## config.mk

```make
export PLATFORM = sky130hd
export DESIGN_NAME = pcx_style_rle_encoder_unit
export DESIGN_NICKNAME = d
export VERILOG_FILES = /design/src/rtl/pcxrle_pkg.sv /design/src/rtl/pcxrle_front.sv /design/src/rtl/pcxrle_fifo.sv /design/src/rtl/pcxrle_back.sv /design/src/rtl/pcx_style_rle_encoder_unit.sv
export SDC_FILE = /design/constraint.sdc
export NUM_CORES = 1
export LEC_CHECK = 0
export BUFFER_PORTS_ARGS = -buffer_cell sky130_fd_sc_hd__buf_4
export CAP_MARGIN = 0
export CORE_AREA = 2 2 157 121
export CTS_CLUSTER_SIZE = 40
export DETAILED_ROUTE_END_ITERATION = 6
export DIE_AREA = 0 0 159 123
export SYNTH_ARGS = -nofsm -noshare
export SYNTH_HDL_FRONTEND = slang
export SYNTH_SLANG_ARGS = --single-unit
```

## constraint.sdc

```tcl
create_clock -name aclk -period 3.3 [get_ports aclk]
set_input_delay 0.165 -clock aclk [delete_from_list [all_inputs] [get_ports aclk]]
set_output_delay 0.165 -clock aclk [all_outputs]
set_load 0.01 [all_outputs]
```

## src/rtl/pcxrle_pkg.sv

```systemverilog
`timescale 1ns / 1ps
// types, constants and the run-closing helper shared by the PCX/EFP run-length encoder
// no dependencies

package pcxrle_pkg;

    // run limits and code bytes
    localparam logic [5:0] MAX_RUN       = 6'd63;
    localparam logic [7:0] RUN_BASE      = 8'd192;
    localparam logic [7:0] PCX_THRESHOLD = 8'hC0;
    localparam logic [7:0] EFP_THRESHOLD = 8'd193;
    localparam logic [7:0] PCX_TRAILER   = 8'h0C;

    // format modes
    localparam logic MODE_PCX = 1'b0;
    localparam logic MODE_EFP = 1'b1;

    // configuration register indexes
    localparam int unsigned CFG_IDX_BITS = 4;
    localparam logic [CFG_IDX_BITS-1:0] CFG_IDX_MODE = 4'd0;
    localparam logic [CFG_IDX_BITS-1:0] CFG_IDX_ROW  = 4'd1;
    localparam logic [15:0] ROW_WIDTH_RESET = 16'd320;

    // command queue depth
    localparam int unsigned FIFO_DEPTH = 4;

    // one closed run, as handed from the front to the back
    typedef struct packed {
        logic [7:0] head;     // literal pixel or count byte
        logic [7:0] value;    // run value, sent after head when pair is set
        logic       pair;     // two-byte form
        logic       trailer;  // trailer byte follows
        logic       last;     // final byte of this command ends the image
    } cmd_t;

    // front status seen at the top level
    typedef struct packed {
        logic pend;      // second command of an item still waiting
        logic run_open;  // a run is open
    } front_stat_t;

    // build the command for a run of len pixels of val
    function automatic cmd_t make_cmd(input logic [5:0] len, input logic [7:0] val,
                                      input logic mode, input logic trl, input logic lst);
        cmd_t       c;
        logic [7:0] thr;
        thr       = (mode == MODE_EFP) ? EFP_THRESHOLD : PCX_THRESHOLD;
        c.value   = val;
        c.trailer = trl;
        c.last    = lst;
        if (len == 6'd1 && val < thr) begin
            c.head = val;
            c.pair = 1'b0;
        end else begin
            c.head = RUN_BASE + {2'b00, len};
            c.pair = 1'b1;
        end
        return c;
    endfunction

endpackage

```

## src/rtl/pcxrle_front.sv

```systemverilog
`timescale 1ns / 1ps
// front part: configuration registers, run tracking and closed-run commands
// depends on pcxrle_pkg

module pcxrle_front #(
    parameter int unsigned COLUMN_BITS = 16
) (
    input  logic                               aclk,
    input  logic                               aresetn,
    input  logic                               cfg_valid,
    output logic                               cfg_ready,
    input  logic [pcxrle_pkg::CFG_IDX_BITS-1:0] cfg_index,
    input  logic [15:0]                        cfg_data,
    input  logic                               s_tvalid,
    output logic                               s_tready,
    input  logic [7:0]                         s_tdata,
    input  logic                               s_tlast,
    input  logic                               fifo_full,
    output logic                               push_valid,
    output pcxrle_pkg::cmd_t                   push_cmd,
    output pcxrle_pkg::front_stat_t            stat
);

    logic                   mode_reg, mode_next;
    logic [15:0]            row_width_reg, row_width_next;
    logic [7:0]             run_value_reg, run_value_next;
    logic [5:0]             run_len_reg, run_len_next;
    logic [COLUMN_BITS-1:0] col_reg, col_next;
    logic                   pend_reg, pend_next;
    pcxrle_pkg::cmd_t       pend_cmd_reg, pend_cmd_next;

    logic                   accept;
    logic                   flush1, flush2, start, row_end;
    logic [5:0]             len1;
    logic [7:0]             val1;
    logic [COLUMN_BITS-1:0] col_inc;
    pcxrle_pkg::cmd_t       cmd1, cmd2;

    assign cfg_ready = 1'b1;
    assign s_tready  = !pend_reg && !fifo_full;
    assign accept    = s_tvalid && s_tready;
    assign stat.pend     = pend_reg;
    assign stat.run_open = (run_len_reg != 6'd0);

    // classify the incoming pixel
    always_comb begin
        flush1  = (run_len_reg != 6'd0) &&
                  ((s_tdata != run_value_reg) || (run_len_reg >= pcxrle_pkg::MAX_RUN));
        start   = flush1 || (run_len_reg == 6'd0);
        len1    = start ? 6'd1 : run_len_reg + 6'd1;
        val1    = start ? s_tdata : run_value_reg;
        col_inc = col_reg + {{(COLUMN_BITS-1){1'b0}}, 1'b1};
        row_end = (mode_reg == pcxrle_pkg::MODE_PCX) &&
                  (col_inc == row_width_reg[COLUMN_BITS-1:0]);
        flush2  = row_end || s_tlast;
        cmd1    = pcxrle_pkg::make_cmd(run_len_reg, run_value_reg, mode_reg, 1'b0, 1'b0);
        cmd2    = pcxrle_pkg::make_cmd(len1, val1, mode_reg,
                                       s_tlast && (mode_reg == pcxrle_pkg::MODE_PCX),
                                       s_tlast);
    end

    // queue push: a held second command goes first
    always_comb begin
        if (pend_reg) begin
            push_valid = !fifo_full;
            push_cmd   = pend_cmd_reg;
        end else begin
            push_valid = accept && (flush1 || flush2);
            push_cmd   = flush1 ? cmd1 : cmd2;
        end
    end

    // next state
    always_comb begin
        mode_next      = mode_reg;
        row_width_next = row_width_reg;
        run_value_next = run_value_reg;
        run_len_next   = run_len_reg;
        col_next       = col_reg;
        pend_next      = pend_reg;
        pend_cmd_next  = pend_cmd_reg;
        if (cfg_valid && cfg_ready) begin
            if (cfg_index == pcxrle_pkg::CFG_IDX_MODE) begin
                mode_next = cfg_data[0];
            end else if (cfg_index == pcxrle_pkg::CFG_IDX_ROW) begin
                row_width_next = cfg_data;
            end
        end
        if (pend_reg && !fifo_full) begin
            pend_next = 1'b0;
        end
        if (accept) begin
            run_value_next = val1;
            run_len_next   = flush2 ? 6'd0 : len1;
            col_next       = ((mode_reg != pcxrle_pkg::MODE_PCX) || flush2) ?
                             '0 : col_inc;
            pend_next      = flush1 && flush2;
            pend_cmd_next  = cmd2;
        end
    end

    // registers
    always_ff @(posedge aclk) begin
        if (!aresetn) begin
            mode_reg      <= pcxrle_pkg::MODE_PCX;
            row_width_reg <= pcxrle_pkg::ROW_WIDTH_RESET;
            run_value_reg <= 8'd0;
            run_len_reg   <= 6'd0;
            col_reg       <= '0;
            pend_reg      <= 1'b0;
        end else begin
            mode_reg      <= mode_next;
            row_width_reg <= row_width_next;
            run_value_reg <= run_value_next;
            run_len_reg   <= run_len_next;
            col_reg       <= col_next;
            pend_reg      <= pend_next;
        end
    end

    // held command payload
    always_ff @(posedge aclk) begin
        pend_cmd_reg <= pend_cmd_next;
    end

endmodule

```

## src/rtl/pcxrle_fifo.sv

```systemverilog
`timescale 1ns / 1ps
// short command queue between the front and back parts
// depends on pcxrle_pkg

module pcxrle_fifo (
    input  logic             aclk,
    input  logic             aresetn,
    input  logic             push,
    input  pcxrle_pkg::cmd_t push_cmd,
    input  logic             pop,
    output pcxrle_pkg::cmd_t head_cmd,
    output logic             empty,
    output logic             full
);

    localparam int unsigned PTR_BITS = $clog2(pcxrle_pkg::FIFO_DEPTH);
    localparam int unsigned CNT_BITS = $clog2(pcxrle_pkg::FIFO_DEPTH + 1);

    pcxrle_pkg::cmd_t    mem [pcxrle_pkg::FIFO_DEPTH];
    logic [PTR_BITS-1:0] wr_ptr_reg, rd_ptr_reg;
    logic [CNT_BITS-1:0] count_reg;

    assign empty    = (count_reg == '0);
    assign full     = (count_reg == CNT_BITS'(pcxrle_pkg::FIFO_DEPTH));
    assign head_cmd = mem[rd_ptr_reg];

    // storage
    always_ff @(posedge aclk) begin
        if (push) begin
            mem[wr_ptr_reg] <= push_cmd;
        end
    end

    // pointers and fill count
    always_ff @(posedge aclk) begin
        if (!aresetn) begin
            wr_ptr_reg <= '0;
            rd_ptr_reg <= '0;
            count_reg  <= '0;
        end else begin
            if (push) begin
                wr_ptr_reg <= wr_ptr_reg + {{(PTR_BITS-1){1'b0}}, 1'b1};
            end
            if (pop) begin
                rd_ptr_reg <= rd_ptr_reg + {{(PTR_BITS-1){1'b0}}, 1'b1};
            end
            if (push && !pop) begin
                count_reg <= count_reg + {{(CNT_BITS-1){1'b0}}, 1'b1};
            end else if (pop && !push) begin
                count_reg <= count_reg - {{(CNT_BITS-1){1'b0}}, 1'b1};
            end
        end
    end

endmodule

```

## src/rtl/pcxrle_back.sv

```systemverilog
`timescale 1ns / 1ps
// back part: expands commands into code bytes behind an output register
// depends on pcxrle_pkg

module pcxrle_back (
    input  logic             aclk,
    input  logic             aresetn,
    input  pcxrle_pkg::cmd_t head_cmd,
    input  logic             empty,
    output logic             pop,
    output logic             m_tvalid,
    input  logic             m_tready,
    output logic [7:0]       m_tdata,
    output logic             m_tlast
);

    logic [1:0] phase_reg, phase_next;
    logic       valid_reg, valid_next;
    logic [7:0] data_reg;
    logic       last_reg;

    logic       load, emit, final_byte;
    logic [1:0] last_phase;
    logic [7:0] cur_byte;

    assign m_tvalid = valid_reg;
    assign m_tdata  = data_reg;
    assign m_tlast  = last_reg;

    // pick the byte of the current command
    always_comb begin
        load       = !valid_reg || m_tready;
        emit       = load && !empty;
        last_phase = {1'b0, head_cmd.pair} + {1'b0, head_cmd.trailer};
        final_byte = (phase_reg == last_phase);
        pop        = emit && final_byte;
        case (phase_reg)
            2'd0:    cur_byte = head_cmd.head;
            2'd1:    cur_byte = head_cmd.pair ? head_cmd.value : pcxrle_pkg::PCX_TRAILER;
            default: cur_byte = pcxrle_pkg::PCX_TRAILER;
        endcase
        phase_next = phase_reg;
        if (emit) begin
            phase_next = final_byte ? 2'd0 : phase_reg + 2'd1;
        end
        valid_next = load ? !empty : valid_reg;
    end

    // control
    always_ff @(posedge aclk) begin
        if (!aresetn) begin
            phase_reg <= 2'd0;
            valid_reg <= 1'b0;
        end else begin
            phase_reg <= phase_next;
            valid_reg <= valid_next;
        end
    end

    // output payload
    always_ff @(posedge aclk) begin
        if (emit) begin
            data_reg <= cur_byte;
            last_reg <= head_cmd.last && final_byte;
        end
    end

endmodule

```

## src/rtl/pcx_style_rle_encoder_unit.sv

```systemverilog
`timescale 1ns / 1ps
// top level of the PCX/EFP style run-length encoder
// depends on pcxrle_pkg, pcxrle_front, pcxrle_fifo, pcxrle_back
//
// channel   dir  handshake            payload
// s_*       in   s_tvalid/s_tready    s_tdata = pixel, s_tlast = last_pixel
// m_*       out  m_tvalid/m_tready    m_tdata = code_byte, m_tlast = last_byte
// cfg_*     in   cfg_valid/cfg_ready  cfg_index = register, cfg_data = value
//
// the front takes a pixel, but stalls s_tready when it closes two runs at once
// the back sends one code byte per cycle unless stalled by m_tready or an empty
// queue, 0 to 5 bytes per pixel; the output byte port sets the sustained rate
// a 4-entry command queue lets front and back stall independently
// reset clears runs, column count and queue; format_mode = 0, row_width = 320
// cfg_ready is always high

module pcx_style_rle_encoder_unit #(
    parameter int unsigned COLUMN_BITS = 16
) (
    input  logic                                aclk,
    input  logic                                aresetn,
    input  logic                                cfg_valid,
    output logic                                cfg_ready,
    input  logic [pcxrle_pkg::CFG_IDX_BITS-1:0] cfg_index,
    input  logic [15:0]                         cfg_data,
    input  logic                                s_tvalid,
    output logic                                s_tready,
    input  logic [7:0]                          s_tdata,   // [7:0] pixel
    input  logic                                s_tlast,
    output logic                                m_tvalid,
    input  logic                                m_tready,
    output logic [7:0]                          m_tdata,   // [7:0] code_byte
    output logic                                m_tlast
);

    logic                    push_valid, fifo_pop, fifo_empty, fifo_full;
    pcxrle_pkg::cmd_t        push_cmd, head_cmd;
    pcxrle_pkg::front_stat_t front_stat;

    // pixel classification and run tracking
    pcxrle_front #(
        .COLUMN_BITS(COLUMN_BITS)
    ) u_front (
        .aclk      (aclk),
        .aresetn   (aresetn),
        .cfg_valid (cfg_valid),
        .cfg_ready (cfg_ready),
        .cfg_index (cfg_index),
        .cfg_data  (cfg_data),
        .s_tvalid  (s_tvalid),
        .s_tready  (s_tready),
        .s_tdata   (s_tdata),
        .s_tlast   (s_tlast),
        .fifo_full (fifo_full),
        .push_valid(push_valid),
        .push_cmd  (push_cmd),
        .stat      (front_stat)
    );

    // command queue
    pcxrle_fifo u_fifo (
        .aclk    (aclk),
        .aresetn (aresetn),
        .push    (push_valid),
        .push_cmd(push_cmd),
        .pop     (fifo_pop),
        .head_cmd(head_cmd),
        .empty   (fifo_empty),
        .full    (fifo_full)
    );

    // byte expansion
    pcxrle_back u_back (
        .aclk    (aclk),
        .aresetn (aresetn),
        .head_cmd(head_cmd),
        .empty   (fifo_empty),
        .pop     (fifo_pop),
        .m_tvalid(m_tvalid),
        .m_tready(m_tready),
        .m_tdata (m_tdata),
        .m_tlast (m_tlast)
    );

    // back never pops an empty queue
    a_pop_nonempty: assert property (@(posedge aclk) disable iff (!aresetn)
        fifo_pop |-> !fifo_empty)
        else $error("command popped from empty queue");

    // the last pixel of an image leaves no run open
    a_last_closes_run: assert property (@(posedge aclk) disable iff (!aresetn)
        (s_tvalid && s_tready && s_tlast) |=> !front_stat.run_open)
        else $error("run still open after last pixel");

    // a held second command enters the queue as soon as there is room
    a_pend_drains: assert property (@(posedge aclk) disable iff (!aresetn)
        (front_stat.pend && !fifo_full) |=> !front_stat.pend)
        else $error("held command not pushed");

endmodule
```

==> flow_metrics.env <==
export IMPL_synthSimpleGateAreaFrac_pct=15.6
export IMPL_timing_hold_ws_ns=0.0360
export IMPL_multi_input_area_sq_um=3370
export IMPL_power_leakage_uw=0.00352
export IMPL_slew_headroom_pct=26.9
export IMPL_critPathRequiredTime_ns=3.66
export IMPL_cts_num_sinks=164
export IMPL_syn_to_final_growth_pct=20.9
export IMPL_worst_pin_slew_ns=1.09
export IMPL_clk_path_buf_depth=2
export IMPL_grt_pass1_wl_mm=30.6
export IMPL_regArea_sq_um=4340
export IMPL_grt_pass1_vias=5552
export IMPL_syn_inst=709
export IMPL_clk_latency_ns=0.43
export IMPL_htree_levels=4
export IMPL_final_cell_mix="edfxtp_1, nand2_1, buf_4, dfxtp_1, nor2_1"
export IMPL_swShare_pct=30.1
export IMPL_worstReg2RegEnd="u_fifo.count_reg[2]"
export IMPL_start_kind="flop"
export IMPL_synth_compound_area_share_pct=10.2
export IMPL_drv_cap=0
export IMPL_fin_nets=825
export IMPL_synth_edff_count=104
export IMPL_synth_area_top_cells="edfxtp_1, dfxtp_1, mux4_2"
export IMPL_synth_top_family_by_area="simple AND/OR/NAND/NOR gates"
export IMPL_netlist_area_sq_um=7970
export IMPL_drt_wl_total_mm=19.0
export IMPL_ys_warn_count=0
export IMPL_skew_ns=0.0175
export IMPL_layout_cells_non_filler=1038
export IMPL_synthMuxAreaShare_pct=9.26
export IMPL_rrSetupSlack_ns=0.17
export IMPL_async_flop_share_pct=0
export IMPL_cell_internal_pwr_uw=4110
export IMPL_gp_congestion=0.886
export IMPL_dp_cells=976
export IMPL_drive_gt1_share_pct=21.2
export IMPL_clkPwrFrac_pct=35.1
export IMPL_initial_utilization_pct=44.1
export IMPL_finalCoreUtilization_pct=53.3
export IMPL_clk_pin_slew_ns=0.07
export IMPL_vias=5789
export IMPL_yosysTopAreaCell="edfxtp_1"
export IMPL_status="complete, no violations"
export IMPL_grt_overflow=0
export IMPL_worstPathArrival_ns=3.49
export IMPL_period_minus_slack_ns=3.13
export IMPL_die_area_sq_um=19600
export IMPL_synth_xor_area_share_pct=4.24
export IMPL_ios=46
export IMPL_mostFrequentLayoutCell="edfxtp_1"
export IMPL_r2r_cells=15
export IMPL_ys_ff_latch=164
export IMPL_p_comb_share_pct=21.0
export IMPL_num_fill_cells=1562
export IMPL_power_switching_uw=1770
export IMPL_fp_row_count=43
export IMPL_grt_max_degree=40
export IMPL_finalCritPeriodShare_pct=94.9
export IMPL_end_kind="flop"
export IMPL_sequentialPowerShare_pct=43.9
export IMPL_cp_startpoint="u_front.col_reg[0]"
export IMPL_core_sq_um=18100
export IMPL_path_max_fanout=5
export IMPL_via_per_inst=5.58
export IMPL_critPathKind="reg2reg"
export IMPL_min_path_type="in2reg"
export IMPL_netlist_area_leader_share_pct=39.2
export IMPL_antenna_found_initial=0
export IMPL_grtUsageTotal_pct=20.1
export IMPL_syn_nets=756
export IMPL_hpwl_mm=13.0
export IMPL_drv_slew=0
export IMPL_syn_mean_instance_area_sq_um=11.2
export IMPL_post_route_cell_area_sq_um=9640
export IMPL_place_area_sq_um=8630
export IMPL_diodes=0
export IMPL_antenna_left=0
export IMPL_setup_viol=0
export IMPL_tritoncts="yes"
export IMPL_first_pass_iters=5
export IMPL_die_x_um=159
export IMPL_hold_viol=0
export IMPL_io_buffer_count=44
export IMPL_avgRoutedWirePerCell_um=18.3
export IMPL_dieHeight_um=123
export IMPL_peakVddDrop_mv=0.302
export IMPL_yosysUniqueCellTypes=69
export IMPL_crit_path_end="u_fifo.count_reg[2]"
export IMPL_synthAdderAreaFrac_pct=2.13
export IMPL_drt_iter0_drc=435
export IMPL_p_per_area_nw_per_um2=610
export IMPL_largest_reg_flops=76
export IMPL_cts_inserted_buffers=17
export IMPL_fmax_ghz=0.319
export IMPL_drc_errors=0
export IMPL_rr_startpoint="u_front.col_reg[0]"
export IMPL_root_buffer="clkbuf_16"
export IMPL_fin_setup_tns_ns=0
export IMPL_ys_flop_type="edfxtp_1"
export IMPL_ys_seq_area_share_pct=54.2
## final cells by class
cell class                 count  area share, %
timing repair buffer         109           9.28
inverter                      25          0.974
multi-input combinational    461           35.0
tap                          247           3.21
sequential                   164           45.0
clock inverter                15           2.10
clock buffer                  17           4.41
## synth_stat cells (3+ instances only)
cell type,count
and3_1,6
nor3b_1,3
or3_1,9
a21o_1,3
and2_1,8
buf_4,4
nor2_1,43
o31ai_1,8
mux2i_1,31
a211oi_1,6
xor2_1,8
edfxtp_1,104
dfxtp_1,60
o21ai_0,24
nand2_1,87
a21oi_1,20
inv_1,24
and4_1,4
xnor2_1,26
nor3_1,14
nand4_1,19
mux4_2,18
clkbuf_1,39
a32oi_1,12
buf_1,6
a32o_1,6
nor4_1,11
o21ai_1,7
nand3_1,19
ha_1,12
buf_2,10
nand2b_1,4
o211ai_1,8
## logic make-up after synthesis
kind of cell               after synthesis
and+or+nand+nor                        245
adders and majority gates               13
AOI/OAI and AO/OA                      115
muxes                                   51
xor gates and xnor gates                36
buffers and inverters                   84
DFF                                    164
other                                    1
## layer usage
| layer | wire length, um | vias up | global-route usage, % |
|---|---|---|---|
| li1 | - | 2771 | - |
| met1 | 9450 | 2852 | 29.8 |
| met2 | 8400 | 148 | 30.2 |
| met3 | 974 | 18 | 4.29 |
| met4 | 132 | 0 | 5.28 |
| met5 | 0 | - | 0 |
## power by group through the flow
stage                     clock [uW]  combinational (uW)  sequential (uW)
after global routing            2200                1370             2610
final                           2070                1230             2580
after detailed placement           0                1200             2630
after floorplan                    0                 759             2640
after CTS                       2100                1220             2580
after global placement             0                1170             2620
## timing repair
action / in CTS / in global routing
gates resized for setup: 0 / 28
setup endpoints to repair: 0 / 1
hold buffers: 26 / 0
setup buffers: 0 / 4
endpoints found under the hold margin: 27 / 0
## worst min path at each step
stage	from	end	slack, ns	cells past startpoint
6_report	aresetn	u_front.row_width_reg[6]	0.04	2
5_1_grt	aresetn	u_front.row_width_reg[8]	0.02	2
4_1_cts	aresetn	u_front.row_width_reg[8]	0.02	2
3_5_place_dp	cfg_data[8]	u_front.row_width_reg[8]	0.39	3
3_3_place_gp	cfg_data[6]	u_front.row_width_reg[6]	0.37	3
2_1_floorplan	s_tlast	u_front.pend_cmd_reg[0]	0.26	0
## through the flow
stage | power (uW) | setup slack (ns)
2_1_floorplan | 3400 | 0.00533
3_3_place_gp | 3780 | 0.106
3_5_place_dp | 3820 | 0.0584
4_1_cts | 5900 | 0.0358
5_1_grt | 6170 | -0.0185
6_report | 5880 | 0.169
## worst max-delay path: stages, from the launching register on
cell,delay [ns]
dfxtp_2,0.37
ha_4,0.15
and4_4,0.22
buf_6,0.12
nand4_1,0.18
xnor2_2,0.22
a211oi_2,0.18
nand4_2,0.14
a21o_1,0.21
inv_2,0.07
ha_2,0.18
inv_1,0.05
fa_1,0.37
xor2_1,0.18
or3_1,0.30
a21oi_1,0.14
Note: power is estimated with default switching activity, not from simulation.
